<file path="config.mk">
export PLATFORM = sky130hd
export DESIGN_NAME = sat_ctrl
export DESIGN_NICKNAME = d
export VERILOG_FILES = /design/src/sat_pkg.sv /design/src/sat_ctrl.sv
export SDC_FILE = /design/constraint.sdc
export NUM_CORES = 1
export LEC_CHECK = 0
export ABC_AREA = 1
export BUFFER_PORTS_ARGS = -buffer_cell sky130_fd_sc_hd__buf_2
export CELL_PAD_IN_SITES_DETAIL_PLACEMENT = 1
export CELL_PAD_IN_SITES_GLOBAL_PLACEMENT = 2
export CORE_AREA = 8 8 45 47
export DETAILED_ROUTE_END_ITERATION = 10
export DIE_AREA = 0 0 53 55
export PLACE_DENSITY_LB_ADDON = 0.1
export SYNTH_ARGS = -nofsm -noshare
export SYNTH_HDL_FRONTEND = slang
export SYNTH_SLANG_ARGS = --single-unit
</file>
<file path="constraint.sdc">
create_clock -name clock -period 1.67 [get_ports clock]
set_clock_uncertainty 0.05 [all_clocks]
set_input_delay 0.334 -clock clock [delete_from_list [all_inputs] [get_ports clock]]
set_output_delay 0.334 -clock clock [all_outputs]
set_load 0.05 [all_outputs]
</file>
<file path="src/sat_pkg.sv">
// sat_pkg: shared types and codes for the section address translator.
// Used by sat_ctrl, sat_datapath and section_address_translator.
// No dependencies.
package sat_pkg;

   localparam int DATA_W  = 32;
   localparam int COUNT_W = 7;
   localparam int OP_W    = 2;
   localparam int SLOT_W  = 6;

   localparam logic [OP_W-1:0] OP_WRITE_ENTRY   = 2'd0;
   localparam logic [OP_W-1:0] OP_VIRT_TO_FILE  = 2'd1;
   localparam logic [OP_W-1:0] OP_FILE_TO_VIRT  = 2'd2;

   localparam logic CSR_SECTION_COUNT   = 1'b0;
   localparam logic CSR_WIDE_IMAGE_MODE = 1'b1;

   typedef struct packed {
      logic [DATA_W-1:0] base;
      logic [DATA_W-1:0] offset;
      logic [DATA_W-1:0] length;
   } entry_type;

   typedef struct packed {
      logic capture;
      logic scan;
      logic res_hit;
      logic res_zero;
   } dp_cmd_type;

   typedef struct packed {
      logic hit;
      logic done;
   } dp_sts_type;

endpackage

</file>
<file path="src/sat_ctrl.sv">
// sat_ctrl: beat sequencing for the section address translator.
// Depends on sat_pkg (command and status types).
module sat_ctrl (
   input  logic                clock,
   input  logic                reset,
   input  logic                req_valid,
   output logic                req_stall,
   output logic                rsp_valid,
   input  logic                rsp_stall,
   input  sat_pkg::dp_sts_type sts,
   output sat_pkg::dp_cmd_type cmd
);

   typedef enum logic [2:0] {
      ST_IDLE = 3'b001,
      ST_SCAN = 3'b010,
      ST_RESP = 3'b100
   } state_type;

   state_type state_ff, state_in;

   always_comb begin
      state_in     = state_ff;
      cmd          = '0;
      case (state_ff)
         ST_IDLE: begin
            if (req_valid) begin
               cmd.capture = 1'b1;
               state_in    = ST_SCAN;
            end
         end
         ST_SCAN: begin
            if (sts.hit) begin
               cmd.res_hit = 1'b1;
               state_in    = ST_RESP;
            end else if (sts.done) begin
               cmd.res_zero = 1'b1;
               state_in     = ST_RESP;
            end else begin
               cmd.scan = 1'b1;
            end
         end
         ST_RESP: begin
            if (!rsp_stall) begin
               state_in = ST_IDLE;
            end
         end
         default: begin
            state_in = ST_IDLE;
         end
      endcase
   end

   always_ff @(posedge clock) begin
      if (reset) begin
         state_ff <= ST_IDLE;
      end else begin
         state_ff <= state_in;
      end
   end

   assign req_stall = (state_ff != ST_IDLE);
   assign rsp_valid = (state_ff == ST_RESP);

endmodule

</file>
; Yosys cells after proc, flatten, opt, wreduce, memory -nomap -nowiden
; Cells that the tools add are included.
[word_totals]
ff_bits = 3
input_bits = 6
wordCells = 22
[op_classes]
n_eq_ne = 7
muxes = 13
reduce_logical = 1
[op_table]
columns = cell, n
row1 = 3-bit 2-to-1 mux, 5
row2 = 3-bit case mux with 3 select lines, 1
row3 = 1-bit 2-to-1 mux, 7
row4 = "2-bit inequality test, second input constant", 2
row5 = "3-bit by 1-bit equality test with 1-bit output, second input constant", 1
row6 = "3-bit by 2-bit equality test with 1-bit output, second input constant", 1
row7 = "3-bit equality test, second input constant", 1
row8 = "3-bit by 1-bit inequality test with 1-bit output, second input constant", 1
row9 = "3-bit inequality test, second input constant", 1
row10 = 3-bit AND reduction, 1

; Longest topological paths before layout
[logic_depth]
ltp_word = 3
mapped_depth = 6

; Worst setup path after synthesis
; OpenSTA, ideal clock, no wires.
[synth_path]
kind = register to output
from = reg state_ff[0]
to = out cmd[1] (netlist name)
n_path_buf = 0
required_ns = 1.286
t_arrival_ns = 1.256
slack_ns = 0.030
stages_incl_launch_ff = 6
path_cell_list = dfxtp_1 -> inv_2 -> nand2_1 -> nor2_2 -> inv_2 -> nor2_1
[synth_rtl]
columns = element, line_no
row1 = start: declaration, sat_ctrl.sv:20  ; state_type state_ff, state_in;
row2 = start signal: assignment, sat_ctrl.sv:58  ; state_ff <= state_in;
row3 = end: declaration, sat_ctrl.sv:11  ; output sat_pkg::dp_cmd_type cmd

==> results.json <==
{
  "arrival_ns": 1.18,
  "cts_buffers": 3,
  "met2_usage_pct": 8.79,
  "clockBufferDepth": 2,
  "synthFlopType": "dfxtp_1",
  "areaGrowthSynthToFinish_pct": 60.4,
  "worst_r2r_path_depth": 4,
  "synthArstFlopShare_pct": 0,
  "worst-setup-path-type": "reg -> out",
  "dpl_cell_area_um2": 280,
  "htreeDepth": 1,
  "netlist_instances": 34,
  "fp.dieW_um": 53,
  "die_area_um2": 2920,
  "hold_path_depth": 2,
  "drv_slew": 0,
  "synth_common_cells": "inv_1, nand3_1, nor2_1",
  "largest_register": "state_ff",
  "grt_max_degree": 7,
  "rsz0062_at_grt": "no",
  "largest_reg_flops": 3,
  "tightestPinTransition_ns": 0.251,
  "top_usage_layer": "met2",
  "vias": 262,
  "drtAntennaViolNets": 0,
  "critPathLaunchType": "register",
  "syn_nets": 40,
  "final_cell_area_um2": 329,
  "min_period_ns": 1.56,
  "rows": 14,
  "biggestRegsByFlops": "state_ff x3",
  "post-place-ws_ns": 0.237,
  "avgSynthCellArea_um2": 6.04,
  "grt_use_met3_pct": 2.14,
  "finalSetupViolations": 0,
  "ys_top_cells_by_area": "dfxtp_1, inv_1, nand3_1",
  "routed_via_density": 4.03,
  "grt_use_total_pct": 5.40,
  "antenna_found_initial": 0,
  "grt_pass1_vias": 314,
  "start_util_pct": 14.8,
  "hold_class": "in -> reg",
  "crit_path_end_kind": "primary output",
  "fin_total_pwr_mw": 0.294,
  "seq_area_frac_synth_pct": 29.3,
  "core_um2": 1380,
  "cellPowerDensity_nw_per_um2": 895,
  "cts_tree": "yes",
  "hpwlAfterDp_um": 594,
  "required_ns": 1.29,
  "synth.distinct_cells": 13,
  "cap_violations": 0,
  "grt_pass1_wl_mm": 1.12,
  "die_y_um": 55,
  "portBuffers": 11,
  "gp_congestion": 0.749,
  "final-hold-violation-count": 0,
  "setup_tns_ns": 0,
  "hold_buffers": 0,
  "totalWireLength_um": 667,
  "grt_overflow_total": 0,
  "grtUsageMet1_pct": 4.70,
  "synth.top_cell.area_share_pct": 29.3,
  "path_clk_slew_ns": 0.04,
  "synth_top_area_cell": "dfxtp_1",
  "max_slew_margin_pct": 83.4,
  "synth_edf_count": 0,
  "clock_latency_ns": 0.23,
  "ys_warn_count": 0,
  "wire_per_inst_um": 10.3,
  "holdWs_ns": 0.244,
  "clock-sinks": 3,
  "num-nets-final": 56,
  "period_share_pct": 93.6,
  "firstDrtPassIters": 1,
  "status": "finished, final reports clean",
  "synth_area_um2": 205,
  "drt_iter0_drc": 0,
  "cts_root_buf": "clkbuf_4",
  "yosysMostFrequentCell": "inv_1",
  "fmax_mhz": 639,
  "critical_path.max_fanout": 4,
  "vdd_drop_max_uv": 218,
  "fin_ws_ns": 0.106,
  "drc": 0,
  "ioPinCount": 12,
  "layout-drive-gt1-share_pct": 42.9,
  "leakage_nw": 0.193,
  "n_antenna_cell": 0,
  "ys_ff_latch": 3
}
## layer usage
| layer | wire length, µm | up-vias |
|---|---|---|
| li1 | - | 134 |
| met1 | 259 | 120 |
| met2 | 350 | 8 |
| met3 | 58 | 0 |
| met4 | 0 | 0 |
| met5 | 0 | - |
## where the power goes
part	internal [mW]	switching [mW]	leakage, nW
sequential	0.0777	0.00297	0.0247
clock	0.0895	0.0365	0.0150
combinational	0.0248	0.0630	0.153
## path summary, 6_finish.rpt
kind / startpoint / end / slack [ns]
worst min-delay path: reset / state_ff[1]$_SDFFE_PP0P_ / 0.24
worst max register to register: state_ff[2]$_SDFFE_PP0P_ / state_ff[2]$_SDFFE_PP0P_ / 0.62
worst max-delay path: state_ff[0]$_SDFFE_PP1P_ / cmd[1] / 0.11
worst min register to register: state_ff[1]$_SDFFE_PP0P_ / state_ff[0]$_SDFFE_PP1P_ / 0.54
## critical path, stage by stage, from the launching register on
cell     delay [ns]
dfxtp_1        0.30
inv_2          0.07
nand2_1        0.09
nor2_4         0.12
inv_2          0.06
nor2_1         0.13
buf_6          0.18
## kinds of logic (layout without fill, tap and decap cells)
| logic type | count (synthesis) | count (layout) | share of synthesized area, % |
|---|---|---|---|
| buffers and inverters | 11 | 26 | 20.1 |
| AND/OR/NAND/NOR | 16 | 16 | 39.6 |
| AO/OA/AOI/OAI | 4 | 4 | 11.0 |
| flip-flops | 3 | 3 | 29.3 |
## final cells by class
type	instances	area, µm²
clock buffer	4	26.3
fill	196	1050
inverter	11	41.3
multi-input combinational	20	109
sequential	3	60.1
tap	16	20.0
timing repair buffer	11	72.6
## cell usage in the layout (no fill, tap or decap)
cell type and n:
nand4_1 1, inv_1 8, buf_2 7, clkbuf_4 5, nor2_1 4, nand2_1 3
a31oi_1 2, clkbuf_1 1, a21oi_1 1, nor3_2 1, nor2_4 1, nand3_1 4
o21ai_1 1, nor2_2 1, buf_6 2, dfxtp_1 3, nand2_2 1, inv_2 3
## repair_timing
| action | in CTS | in global routing |
|---|---|---|
| setup buffers | 0 | 0 |
| setup endpoints to repair | 2 | 4 |
| pin swaps | 0 | 0 |
| resized for setup | 2 | 5 |
## stage by stage
step / utilization (%) / cells
after floorplan: - / 34
after global placement: 20.3 / 61
after detailed placement: 20.3 / 61
after CTS: 22.5 / 65
after global routing: 23.8 / 65
final: 23.8 / 65
Note: power is estimated with default switching activity, not from simulation.
